===== config.mk =====
export PLATFORM = sky130hd
export DESIGN_NAME = tcce_seq
export DESIGN_NICKNAME = d
export VERILOG_FILES = /design/src/hdl/tcce_pkg.sv /design/src/hdl/tcce_seq.sv
export SDC_FILE = /design/constraint.sdc
export NUM_CORES = 1
export LEC_CHECK = 0
export BUFFER_PORTS_ARGS = -buffer_cell sky130_fd_sc_hd__buf_2
export CELL_PAD_IN_SITES_DETAIL_PLACEMENT = 0
export CELL_PAD_IN_SITES_GLOBAL_PLACEMENT = 2
export CORE_MARGIN = 3
export CORE_UTILIZATION = 36
export CTS_CLUSTER_SIZE = 28
export DETAILED_ROUTE_END_ITERATION = 16
export GPL_TIMING_DRIVEN = 0
export PLACE_DENSITY = 0.79
export SLEW_MARGIN = 25
export SYNTH_ARGS = -nofsm -noshare
export SYNTH_HDL_FRONTEND = slang
export SYNTH_SLANG_ARGS = --single-unit
export TNS_END_PERCENT = 30

===== constraint.sdc =====
create_clock -name clk -period 3.5 [get_ports clk]
set_input_delay 0.525 -clock clk [delete_from_list [all_inputs] [get_ports clk]]
set_output_delay 0.525 -clock clk [all_outputs]
set_load 0.01 [all_outputs]

===== src/hdl/tcce_pkg.sv =====
`timescale 1ns / 1ps
// ----------------------------------------------------------------------------
// tcce_pkg
// Shared types and codes of the text console cursor engine.
// ----------------------------------------------------------------------------
package tcce_pkg;

    localparam int ROW_W  = 5;
    localparam int COL_W  = 7;
    localparam int CHAR_W = 8;
    localparam int KIND_W = 2;
    localparam int CNT_W  = 3;

    // Command codes
    localparam logic CMD_PRINT = 1'b0;
    localparam logic CMD_READ  = 1'b1;

    // Result kinds
    localparam logic [KIND_W-1:0] KIND_WRITE  = 2'd0;
    localparam logic [KIND_W-1:0] KIND_SCROLL = 2'd1;
    localparam logic [KIND_W-1:0] KIND_READ   = 2'd2;

    // Character codes
    localparam logic [CHAR_W-1:0] CH_NULL  = 8'd0;
    localparam logic [CHAR_W-1:0] CH_TAB   = 8'd9;
    localparam logic [CHAR_W-1:0] CH_NL    = 8'd10;
    localparam logic [CHAR_W-1:0] CH_CR    = 8'd13;
    localparam logic [CHAR_W-1:0] CH_SPACE = 8'd32;

    localparam logic [CNT_W-1:0] TAB_SPACES = 3'd4;

    typedef struct packed {
        logic              command;
        logic [CHAR_W-1:0] char_code;
        logic [ROW_W-1:0]  read_row;
        logic [COL_W-1:0]  read_column;
    } item_t;

    typedef struct packed {
        logic [KIND_W-1:0] kind;
        logic [ROW_W-1:0]  row;
        logic [COL_W-1:0]  column;
        logic [CHAR_W-1:0] char_value;
        logic              last;
    } result_t;

endpackage


===== src/hdl/tcce_seq.sv =====
`timescale 1ns / 1ps
// ----------------------------------------------------------------------------
// tcce_seq
// Cursor sequencer: walks one item through grid reads, writes and row clears.
// ----------------------------------------------------------------------------
module tcce_seq #(
    parameter int ROWS    = 25,
    parameter int COLUMNS = 80,
    parameter int RW      = 5,
    parameter int CW      = 7,
    parameter int AW      = 11
) (
    input  logic                        clk,
    input  logic                        rst_n,
    input  logic                        in_valid,
    output logic                        in_ready,
    input  tcce_pkg::item_t             in_item,
    output logic                        emit_valid,
    input  logic                        emit_ready,
    output tcce_pkg::result_t           emit_res,
    output logic                        wr_en,
    output logic [AW-1:0]               wr_addr,
    output logic [tcce_pkg::CHAR_W-1:0] wr_data,
    output logic                        rd_en,
    output logic [AW-1:0]               rd_addr,
    input  logic [tcce_pkg::CHAR_W-1:0] rd_data
);

    localparam int RSW = RW + 1;
    localparam logic [CW-1:0]  LAST_COL   = CW'(COLUMNS - 1);
    localparam logic [RW-1:0]  LAST_ROW   = RW'(ROWS - 1);
    localparam logic [AW-1:0]  COL_STEP   = AW'(COLUMNS);
    localparam logic [AW-1:0]  DEPTH_LAST = AW'(ROWS * COLUMNS - 1);
    localparam logic [RSW-1:0] ROWS_W     = RSW'(ROWS);

    localparam logic [3:0] ST_INIT    = 4'd0;
    localparam logic [3:0] ST_IDLE    = 4'd1;
    localparam logic [3:0] ST_RD_ROW  = 4'd2;
    localparam logic [3:0] ST_RD_ADDR = 4'd3;
    localparam logic [3:0] ST_RD_DATA = 4'd4;
    localparam logic [3:0] ST_NEWLINE = 4'd5;
    localparam logic [3:0] ST_SCROLL  = 4'd6;
    localparam logic [3:0] ST_CLEAR   = 4'd7;
    localparam logic [3:0] ST_PUT     = 4'd8;

    logic [3:0]                  state_reg, state_next;
    logic [AW-1:0]               init_addr_reg, init_addr_next;
    logic [RW-1:0]               row_reg, row_next;
    logic [CW-1:0]               col_reg, col_next;
    logic [RW-1:0]               prow_reg, prow_next;
    logic [AW-1:0]               base_reg, base_next;
    logic [RW-1:0]               top_reg, top_next;
    logic [AW-1:0]               top_base_reg, top_base_next;
    logic [tcce_pkg::CNT_W-1:0]  cnt_reg, cnt_next;
    logic [CW-1:0]               clr_col_reg, clr_col_next;

    logic [tcce_pkg::CHAR_W-1:0] put_char_reg, put_char_next;
    logic [tcce_pkg::ROW_W-1:0]  rd_row_reg, rd_row_next;
    logic [tcce_pkg::COL_W-1:0]  rd_col_reg, rd_col_next;
    logic [RW-1:0]               rd_prow_reg, rd_prow_next;
    logic                        rd_in_range_reg, rd_in_range_next;

    logic [RSW-1:0]              rd_sum;

    assign in_ready = (state_reg == ST_IDLE);
    assign rd_sum   = RSW'(rd_row_reg) + RSW'(top_reg);

    always_comb
    begin
        state_next       = state_reg;
        init_addr_next   = init_addr_reg;
        row_next         = row_reg;
        col_next         = col_reg;
        prow_next        = prow_reg;
        base_next        = base_reg;
        top_next         = top_reg;
        top_base_next    = top_base_reg;
        cnt_next         = cnt_reg;
        clr_col_next     = clr_col_reg;
        put_char_next    = put_char_reg;
        rd_row_next      = rd_row_reg;
        rd_col_next      = rd_col_reg;
        rd_prow_next     = rd_prow_reg;
        rd_in_range_next = rd_in_range_reg;

        emit_valid = 1'b0;
        emit_res   = '0;
        wr_en      = 1'b0;
        wr_addr    = base_reg + AW'(col_reg);
        wr_data    = put_char_reg;
        rd_en      = 1'b0;
        rd_addr    = AW'(rd_prow_reg) * COL_STEP + AW'(rd_col_reg);

        case (state_reg)
            ST_INIT:
            begin
                // sweep the whole grid to zero after reset
                wr_en          = 1'b1;
                wr_addr        = init_addr_reg;
                wr_data        = '0;
                init_addr_next = init_addr_reg + AW'(1);
                if (init_addr_reg == DEPTH_LAST)
                begin
                    state_next = ST_IDLE;
                end
            end

            ST_IDLE:
            begin
                if (in_valid)
                begin
                    rd_row_next = in_item.read_row;
                    rd_col_next = in_item.read_column;
                    if (in_item.command == tcce_pkg::CMD_READ)
                    begin
                        state_next = ST_RD_ROW;
                    end
                    else if (in_item.char_code == tcce_pkg::CH_NULL)
                    begin
                        state_next = ST_IDLE;
                    end
                    else if (in_item.char_code == tcce_pkg::CH_NL)
                    begin
                        cnt_next   = '0;
                        state_next = ST_NEWLINE;
                    end
                    else if (in_item.char_code == tcce_pkg::CH_CR)
                    begin
                        col_next = '0;
                    end
                    else if (in_item.char_code == tcce_pkg::CH_TAB && col_reg != LAST_COL)
                    begin
                        cnt_next      = tcce_pkg::TAB_SPACES;
                        put_char_next = tcce_pkg::CH_SPACE;
                        state_next    = ST_PUT;
                    end
                    else
                    begin
                        // a tab at the last column is stored raw
                        cnt_next      = tcce_pkg::CNT_W'(1);
                        put_char_next = in_item.char_code;
                        state_next    = ST_PUT;
                    end
                end
            end

            ST_RD_ROW:
            begin
                rd_in_range_next = (32'(rd_row_reg) < ROWS) && (32'(rd_col_reg) < COLUMNS);
                if (rd_sum >= ROWS_W)
                begin
                    rd_prow_next = RW'(rd_sum - ROWS_W);
                end
                else
                begin
                    rd_prow_next = RW'(rd_sum);
                end
                state_next = ST_RD_ADDR;
            end

            ST_RD_ADDR:
            begin
                rd_en      = 1'b1;
                state_next = ST_RD_DATA;
            end

            ST_RD_DATA:
            begin
                emit_valid          = 1'b1;
                emit_res.kind       = tcce_pkg::KIND_READ;
                emit_res.row        = rd_row_reg;
                emit_res.column     = rd_col_reg;
                emit_res.char_value = rd_in_range_reg ? rd_data : '0;
                emit_res.last       = 1'b1;
                if (emit_ready)
                begin
                    state_next = ST_IDLE;
                end
            end

            ST_NEWLINE:
            begin
                col_next = '0;
                if (row_reg != LAST_ROW)
                begin
                    row_next = row_reg + RW'(1);
                    if (prow_reg == LAST_ROW)
                    begin
                        prow_next = '0;
                        base_next = '0;
                    end
                    else
                    begin
                        prow_next = prow_reg + RW'(1);
                        base_next = base_reg + COL_STEP;
                    end
                    state_next = (cnt_reg != '0) ? ST_PUT : ST_IDLE;
                end
                else
                begin
                    state_next = ST_SCROLL;
                end
            end

            ST_SCROLL:
            begin
                emit_valid    = 1'b1;
                emit_res.kind = tcce_pkg::KIND_SCROLL;
                emit_res.last = (cnt_reg == '0);
                if (emit_ready)
                begin
                    // the old top row becomes the bottom row
                    prow_next = top_reg;
                    base_next = top_base_reg;
                    if (top_reg == LAST_ROW)
                    begin
                        top_next      = '0;
                        top_base_next = '0;
                    end
                    else
                    begin
                        top_next      = top_reg + RW'(1);
                        top_base_next = top_base_reg + COL_STEP;
                    end
                    clr_col_next = '0;
                    state_next   = ST_CLEAR;
                end
            end

            ST_CLEAR:
            begin
                wr_en        = 1'b1;
                wr_addr      = base_reg + AW'(clr_col_reg);
                wr_data      = '0;
                clr_col_next = clr_col_reg + CW'(1);
                if (clr_col_reg == LAST_COL)
                begin
                    state_next = (cnt_reg != '0) ? ST_PUT : ST_IDLE;
                end
            end

            ST_PUT:
            begin
                if (col_reg == LAST_COL)
                begin
                    // wrap before writing
                    state_next = ST_NEWLINE;
                end
                else
                begin
                    emit_valid          = 1'b1;
                    emit_res.kind       = tcce_pkg::KIND_WRITE;
                    emit_res.row        = tcce_pkg::ROW_W'(row_reg);
                    emit_res.column     = tcce_pkg::COL_W'(col_reg);
                    emit_res.char_value = put_char_reg;
                    emit_res.last       = (cnt_reg == tcce_pkg::CNT_W'(1));
                    if (emit_ready)
                    begin
                        wr_en    = 1'b1;
                        col_next = col_reg + CW'(1);
                        cnt_next = cnt_reg - tcce_pkg::CNT_W'(1);
                        if (cnt_reg == tcce_pkg::CNT_W'(1))
                        begin
                            state_next = ST_IDLE;
                        end
                    end
                end
            end

            default:
            begin
                state_next = ST_IDLE;
            end
        endcase
    end

    always_ff @(posedge clk or negedge rst_n)
    begin
        if (!rst_n)
        begin
            state_reg     <= ST_INIT;
            init_addr_reg <= '0;
            row_reg       <= '0;
            col_reg       <= '0;
            prow_reg      <= '0;
            base_reg      <= '0;
            top_reg       <= '0;
            top_base_reg  <= '0;
            cnt_reg       <= '0;
            clr_col_reg   <= '0;
        end
        else
        begin
            state_reg     <= state_next;
            init_addr_reg <= init_addr_next;
            row_reg       <= row_next;
            col_reg       <= col_next;
            prow_reg      <= prow_next;
            base_reg      <= base_next;
            top_reg       <= top_next;
            top_base_reg  <= top_base_next;
            cnt_reg       <= cnt_next;
            clr_col_reg   <= clr_col_next;
        end
    end

    always_ff @(posedge clk)
    begin
        put_char_reg    <= put_char_next;
        rd_row_reg      <= rd_row_next;
        rd_col_reg      <= rd_col_next;
        rd_prow_reg     <= rd_prow_next;
        rd_in_range_reg <= rd_in_range_next;
    end

endmodule


After elaboration in Yosys (flattened, before gate mapping)
Index checks and enable logic that the tools add are counted.
{"block": "totals", "reg_bits": 95, "in_bits": 33, "word_cells": 151}
{"block": "classes", "addsub": 14, "mul": 1, "magnitude_cmp": 3, "eq_ne": 35, "mux": 58, "bitwise": 4, "reduce_logical": 21}
{"operator": "4-bit two-way mux", "count": 14}
{"operator": "7-bit two-way mux", "count": 8}
{"operator": "11-bit two-way mux", "count": 4}
{"operator": "11-bit case mux with 2 select lines", "count": 2}
{"operator": "20-bit case mux with 2 select lines", "count": 1}
{"operator": "4-bit case mux with 9 select lines", "count": 1}
{"operator": "11-bit by 7-bit adder with 11-bit output", "count": 3}
{"operator": "5-bit two-way mux", "count": 5}
{"operator": "8-bit by 4-bit == test with 1-bit output, second input constant", "count": 3}
{"operator": "3-bit two-way mux", "count": 8}
{"operator": "11-bit by 7-bit adder with 11-bit output, second input constant", "count": 2}
{"operator": "2-bit != test, second input constant", "count": 11}
{"operator": "21-bit two-way mux", "count": 1}
{"operator": "7-bit case mux with 3 select lines", "count": 1}
{"operator": "4-bit by 3-bit == test with 1-bit output, second input constant", "count": 4}
{"operator": "8-bit two-way mux", "count": 2}
{"operator": "8-bit AND reduction", "count": 2}
{"operator": "5-bit by 1-bit adder with 5-bit output, second input constant", "count": 3}
{"operator": "7-bit by 1-bit adder with 7-bit output, second input constant", "count": 2}
{"operator": "7-bit == test, second input constant", "count": 2}
{"operator": "7-bit case mux with 2 select lines", "count": 1}
{"operator": "11-bit by 1-bit adder with 11-bit output, second input constant", "count": 1}
{"operator": "11-bit == test, second input constant", "count": 1}
{"operator": "5-bit == test, second input constant", "count": 2}
{"operator": "other kinds (33)", "count": 52}

Depth between registers and ports, before layout
Gate-level depths: netlist of run 1.
{"block": "depth", "ltp_word": 9, "depth_mapped": 13, "ltp_nobuf": 10}

Least setup slack after synthesis of run 1
Ideal clock, no wire load.
{"block": "synth_timing", "kind": "register to output", "from": "register state_reg[3]", "to": "output wr_addr[9]", "arrival_time_ns": 2.501, "t_required_ns": 2.975, "path_slack_ns": 0.474, "stages_incl_launch_ff": 12, "path_cell_list": "dfrtp_1 -> buf_2 -> nand4b_1 -> clkbuf_1 -> nand2_1 -> nand2_1 -> ha_1 -> a21o_1 -> a21oi_1 -> nor2_1 -> xnor2_1 -> o21ai_0"}
{"block": "synth_via", "elab_chain_len": 2}
{"item": "start, declared", "line_no": "tcce_seq.sv:46", "source": "logic [3:0] state_reg, state_next;"}
{"item": "start signal, assigned", "line_no": "tcce_seq.sv:294", "source": "state_reg <= state_next;"}
{"item": "4-bit by 3-bit == test with 1-bit output or 4-bit zero test (tied branches)", "line_no": "tcce_seq.sv:94", "source": "case (state_reg)"}
{"item": "11-bit case mux with 2 select lines *", "line_no": "tcce_seq.sv:94"}
{"item": "end, declared", "line_no": "tcce_seq.sv:22", "source": "output logic [AW-1:0] wr_addr,"}
Every way passes the cells marked *; elsewhere a longest branch is shown, timed or not.

Final worst setup path of run 1
{"block": "layout_timing", "from": "register rd_prow_reg[1]", "to": "output rd_addr[10]"}
{"block": "layout_via", "elab_chain_len": 2}
{"item": "start, declared", "line_no": "tcce_seq.sv:60", "source": "logic [RW-1:0] rd_prow_reg, rd_prow_next;"}
{"item": "start signal, assigned", "line_no": "tcce_seq.sv:312", "source": "rd_prow_reg <= rd_prow_next;"}
{"item": "5-bit by 3-bit multiplier with 7-bit output", "line_no": "tcce_seq.sv:92", "source": "rd_addr = AW'(rd_prow_reg) * COL_STEP + AW'(rd_col_reg);"}
{"item": "11-bit by 7-bit adder with 11-bit output", "line_no": "tcce_seq.sv:92"}
{"item": "end, declared", "line_no": "tcce_seq.sv:25", "source": "output logic [AW-1:0] rd_addr,"}
Every way passes these cells.

==> results of run 1 <==
[final cells by class]
type	count	area, um2
plain buffers	35	189
clock buffers	11	243
clock inverters	5	47.5
fillers	1568	8560
inverters	23	86.3
multi-input cells	458	3140
flip-flops and latches	87	2310
well taps	211	264
repair buffers	91	478
[Yosys cell counts (3+ instances only)]
| library cell | instances |
|---|---|
| o21ai_1 | 3 |
| inv_1 | 23 |
| or2_2 | 3 |
| xnor2_1 | 25 |
| dfrtp_1 | 61 |
| a32oi_1 | 3 |
| fa_1 | 3 |
| edfxtp_1 | 26 |
| a22o_1 | 22 |
| nand3b_1 | 3 |
| a21oi_1 | 21 |
| and3_1 | 9 |
| nor2_1 | 50 |
| xor2_1 | 9 |
| and2_1 | 15 |
| nor3_1 | 8 |
| nand2b_1 | 9 |
| ha_1 | 35 |
| o211ai_1 | 3 |
| clkbuf_1 | 21 |
| nand2_1 | 63 |
| nand4b_1 | 5 |
| buf_4 | 5 |
| nand4_1 | 16 |
| nor2b_1 | 7 |
| o22ai_1 | 5 |
| a21o_1 | 4 |
| a31oi_1 | 7 |
| mux2_2 | 6 |
| mux2i_1 | 7 |
| o21ai_0 | 62 |
| nand3_1 | 10 |
| nor4_1 | 5 |
| buf_2 | 7 |
[placed cells by master (no fill, tap or decap), drive strengths merged, types with 23 or more instances in the layout]
cell type and count:
nand2 63, inv 23, dfrtp 61, nor2 50, ha 35, edfxtp 26, o21ai 65, clkbuf 32
xnor2 25, buf 105
[kinds of logic (layout without fill, tap and decap cells)]
| group | after synthesis | in the layout | synth area share |
|---|---|---|---|
| AO/OA/AOI/OAI | 155 | 155 | 0.185 |
| adder cells (fa/ha/maj) | 38 | 38 | 0.0877 |
| flip-flops | 87 | 87 | 0.406 |
| multiplexers | 13 | 13 | 0.0242 |
| AND/OR/NAND/NOR | 218 | 218 | 0.200 |
| XOR/XNOR | 34 | 34 | 0.0524 |
| buffers and inverters | 58 | 165 | 0.0445 |
[per-stage QoR]
step                utilization  hold WS, ns
CTS                       0.438        0.113
global placement          0.417        0.461
finish                    0.441        0.104
floorplan                     -        0.229
detailed placement        0.418        0.468
global route              0.441        0.127
[layer usage]
| metal | GRT usage | vias up | share of wire | wire, um |
|---|---|---|---|---|
| li1 | - | 2390 | - | - |
| met1 | 0.243 | 2267 | 0.49 | 7330 |
| met2 | 0.274 | 114 | 0.45 | 6690 |
| met3 | 0.0306 | 17 | 0.044 | 660 |
| met4 | 0.0572 | 0 | 0.016 | 240 |
| met5 | 0 | - | 0 | 0 |
[timing repair]
item	4_1_cts	5_1_grt
gates resized for setup	3	14
pin swaps	1	1
setup buffers	1	1
endpoints found under the setup margin	4	5
[power breakdown]
part           total (W)  internal, W  switching (W)
sequential       0.00169      0.00137       0.000318
clock           0.000961     0.000566       0.000395
combinational    0.00229     0.000984        0.00130
total            0.00494      0.00292        0.00202
[worst max-delay path, cell delays in order, from the launching register on]
cell and delay [ns]:
edfxtp_1 0.39, ha_1 0.31, ha_1 0.22, fa_1 0.38, xnor2_1 0.17, or3b_2 0.50
xnor2_1 0.18, xnor2_1 0.13, buf_2 0.14
[worst min-delay path by stage]
stage	to	slack, ns
4_1_cts	init_addr_reg[1]	0.11
6_report	init_addr_reg[1]	0.10
2_1_floorplan	base_reg[10]	0.23
3_3_place_gp	cnt_reg[1]	0.46
3_5_place_dp	cnt_reg[1]	0.47
5_1_grt	init_addr_reg[1]	0.13
==> flow_summary.toml, run 1 <==
[status]
status = "completed"

[setup_path]
cp_data_required_time_ns = 2.97
endpoint_kind = "output port"
cp_max_fo = 2
cp-endpoint = "rd_addr[10]"
startpoint = "rd_prow_reg[1]"
r2r_setup_slack_ns = 0.90
worstSetupPathType = "reg -> out"
worst_ep_arrival_time_ns = 2.76
ff2ff_path_depth = 8
start_kind = "register"
r2r-end = "rd_prow_reg[2]"
r2r-start = "top_reg[0]"

[timing]
worst_slack_ns = 0.211
finalSetupViolCount = 0
rsz0062_at_grt = "false"
relSlewSlack = 0.488
hold_viol = 0
finalSetupTns_ns = 0
max_freq_mhz = 304
worst_clock_skew_ns = 0.00887
tightest_slew_ns = 0.761
min_period_ns = 3.29
drv_slew = 0
fin_crit_sh = 0.940

[route]
wl_per_cell_um = 16.2
dr_total_vias = 4788
routed_wl_um = 14900
vias_per_cell = 5.20
drt_iter0_markers = 285
drt_pass1_iterations = 4
ant_nets = 0
drc = 0

[synthesis]
ys_types = 70
yosysTopAreaCellShare = 0.269
synthCells = 603
synth_async_sr_flop_share = 0.701
ys_seq_elements = 87
ys_top_cells_by_area = "dfrtp_1 (27%), edfxtp_1 (14%), ha_1 (7.7%)"
synth-edff-count = 26
netlist_area_um2 = 5680
yosysWarnings = 0
synthFlopType = "dfrtp_1"
synth_top_area_cell = "dfrtp_1"
syn_nets = 674
syn_area_per_cell_um2 = 9.42
yosysSeqAreaShare = 0.406

[cts]
path_clk_slew_ns = 0.06
clock_latency_ns = 0.35
cts_buffer_depth = 2
ctsHoldBuffers = 0
htree_num_levels = 3
cts_buffers = 9
cts_tree = "done"
cts.sinks = 87
cts_root_buffer = "clkbuf_16"

[floorplanning]
die_y_um = 132
start_util = 0.371
ios = 90
core_um2 = 15300
fp.dieW_um = 132
num_rows = 45
dieArea_um2 = 17300

[power]
total_power_w = 0.00494
power_density_nw_per_um2 = 731
ir_worst_vdd_uv = 278
leakagePower_nw = 3.01

[place]
dp_cells = 903
postPlaceCellArea_um2 = 6410
hpwl_um = 11300
place_ws_ns = 0.0657
io_buffers = 88
finalWeightedCongestion = 0.812

[cells_and_area]
area_delta_synth_final_pct = 18.9
largest_reg_flops = 11
antenna_cells = 0
final_nets = 776
drive_gt1_frac = 0.203
layout.cells.non_filler = 921
design_area_um2 = 6750

[grt]
grt_pass1_wl_um = 24600
first_global_vias = 4693
antenna_found_initial = 0
gr-total-overflow = 0
grt_start_max_net_pins = 35
grtUsageTotal = 0.174

[run]
max_cap_viol_count = 0

[hold_path]
hold_class = "in -> async"
Note: power is estimated with default switching activity, not from simulation.
==> run 2, diff against run 1 <==
--- a/config.mk
+++ b/config.mk
@@ -5,15 +5,15 @@
 export SDC_FILE = /design/constraint.sdc
 export NUM_CORES = 1
 export LEC_CHECK = 0
-export BUFFER_PORTS_ARGS = -buffer_cell sky130_fd_sc_hd__buf_2
+export BUFFER_PORTS_ARGS = -buffer_cell sky130_fd_sc_hd__buf_4
 export CELL_PAD_IN_SITES_DETAIL_PLACEMENT = 0
 export CELL_PAD_IN_SITES_GLOBAL_PLACEMENT = 2
 export CORE_MARGIN = 3
-export CORE_UTILIZATION = 36
+export CORE_UTILIZATION = 32
 export CTS_CLUSTER_SIZE = 28
 export DETAILED_ROUTE_END_ITERATION = 16
 export GPL_TIMING_DRIVEN = 0
-export PLACE_DENSITY = 0.79
+export PLACE_DENSITY = 0.75
 export SLEW_MARGIN = 25
 export SYNTH_ARGS = -nofsm -noshare
 export SYNTH_HDL_FRONTEND = slang
==> constraint.sdc (replaced) <==
create_clock -name clk -period 2.95 [get_ports clk]
set_input_delay 0.4425 -clock clk [delete_from_list [all_inputs] [get_ports clk]]
set_output_delay 0.4425 -clock clk [all_outputs]
set_load 0.01 [all_outputs]
==> flow_summary.toml, run 2 (same netlist as run 1, synthesis figures left out) <==
[status]
status = "complete, but fails checks"
violations = "setup timing"

[timing]
min_period_ns = 2.99
hold_viol = 0
worst_clock_skew_ns = 0.0102
finalSetupTns_ns = -0.121
tightest_slew_ns = 0.869
finalSetupViolCount = 6
max_freq_mhz = 335
drv_slew = 0
worst_slack_ns = -0.0365
relSlewSlack = 0.420
rsz0062_at_grt = "true"
fin_crit_sh = 1.01

[route]
dr_total_vias = 5001
drc = 0
drt_pass1_iterations = 5
routed_wl_um = 16100
vias_per_cell = 5.23
drt_iter0_markers = 252
ant_nets = 0
wl_per_cell_um = 16.8

[cts]
cts_tree = "done"
cts_buffers = 9
path_clk_slew_ns = 0.06
ctsHoldBuffers = 0
htree_num_levels = 3
cts_buffer_depth = 2
cts.sinks = 87
cts_root_buffer = "clkbuf_16"
clock_latency_ns = 0.34

[setup_path]
path_common_cell = "nand2_2"
slowest_stage = "dfrtp_1"
cp_cell_sequence = "buf_6 > nand4b_1 > clkbuf_8 > nand2_2 > nand2_2 > ha_4 > a21o_1 > a21oi_4 > nor2_1 > xnor2_1 > o21ai_1 > buf_4"
endpoint_kind = "output port"
worst_ep_arrival_time_ns = 2.54
start_kind = "register"
worstSetupPathType = "reg -> out"
max_stage_delay_ns = 0.42
cp_data_required_time_ns = 2.51
cp_max_fo = 4

[grt]
grt_start_max_net_pins = 62
gr-total-overflow = 0
grtUsageTotal = 0.166
first_global_vias = 4960
grt_pass1_wl_um = 26100
antenna_found_initial = 0

[floorplanning]
start_util = 0.327
num_rows = 48
dieArea_um2 = 19400
core_um2 = 17400
ios = 90
die_y_um = 139
fp.dieW_um = 139

[cells_and_area]
design_area_um2 = 7310
final_cell_mix = "buf_4 (118), dfrtp_1 (60), nand2_1 (58)"
fin_util = 0.421
largest_reg_flops = 11
drive_gt1_frac = 0.256
final_common_cell = "buf_4"
area_delta_synth_final_pct = 28.8
final_nets = 797
antenna_cells = 0

[power]
total_power_w = 0.00642
ir_worst_vdd_uv = 487
leakagePower_nw = 3.20
power_density_nw_per_um2 = 877

[place]
hpwl_um = 11800
postPlaceCellArea_um2 = 6620
finalWeightedCongestion = 0.846
place_ws_ns = -0.434
io_buffers = 88

[run]
max_cap_viol_count = 0

[hold_path]
hold_class = "in -> async"
## run 2: cell types whose count changed in the layout (fill, tap and decap cells not counted), sizes merged
cell and delta:
buf +21, clkbuf +2, clkinv -2
## run 2: stage by stage
| stage | hold slack [ns] | instances |
|---|---|---|
| after floorplan | 0.147 | 603 |
| after global routing | 0.257 | 956 |
| after detailed placement | 0.467 | 916 |
| final | 0.175 | 956 |
| after CTS | 0.241 | 952 |
| after global placement | 0.461 | 916 |
## run 2: worst paths after layout
check	from	end	slack, ns	cells after the start
setup reg to reg	top_reg[0]	rd_prow_reg[2]	0.36	8
max in group asynchronous	rst_n	state_reg[2]	2.15	1
min in group clk	in_item[11]	rd_row_reg[4]	0.27	1
hold reg to reg	cnt_reg[1]	cnt_reg[1]	0.48	2
hold / removal	rst_n	init_addr_reg[3]	0.18	1
setup / recovery	state_reg[3]	wr_addr[10]	-0.04	12
## run 2: critical path, delay by kind of cell, from the launching register on
| family | cells | cell delay [ns] |
|---|---|---|
| DFF | 1 | 0.42 |
| buffers and inverters | 3 | 0.48 |
| adders and majority gates | 1 | 0.21 |
| AOI/OAI and AO/OA | 3 | 0.54 |
| xor gates and xnor gates | 1 | 0.12 |
| and+or+nand+nor | 4 | 0.43 |
## run 2: cell type report
class                      count  area [um2]
multi-input combinational    458        3250
inverter                      23        86.3
clock inverter                 3        40.0
timing repair buffer         112         845
tap                          225         282
clock buffer                  13         272
sequential                    87        2310
fill                        1686       10000
buffer                        35         229
## run 2: what timing repair did
item                                    CTS  global route
endpoints found under the setup margin   39            24
setup buffers                            20             4
gates resized for setup                  41            17
pin swaps                                16             9
## run 2: power by group
| part | switching (W) | internal, W |
|---|---|---|
| sequential | 0.000391 | 0.00162 |
| clock | 0.000487 | 0.000730 |
| combinational | 0.00167 | 0.00151 |
| total | 0.00255 | 0.00387 |
## run 2: metal layers
metal  global-route usage  part of all wire
met5                    0                 0
met3               0.0299             0.044
met2                0.261              0.46
met1                0.229              0.48
met4               0.0623             0.022
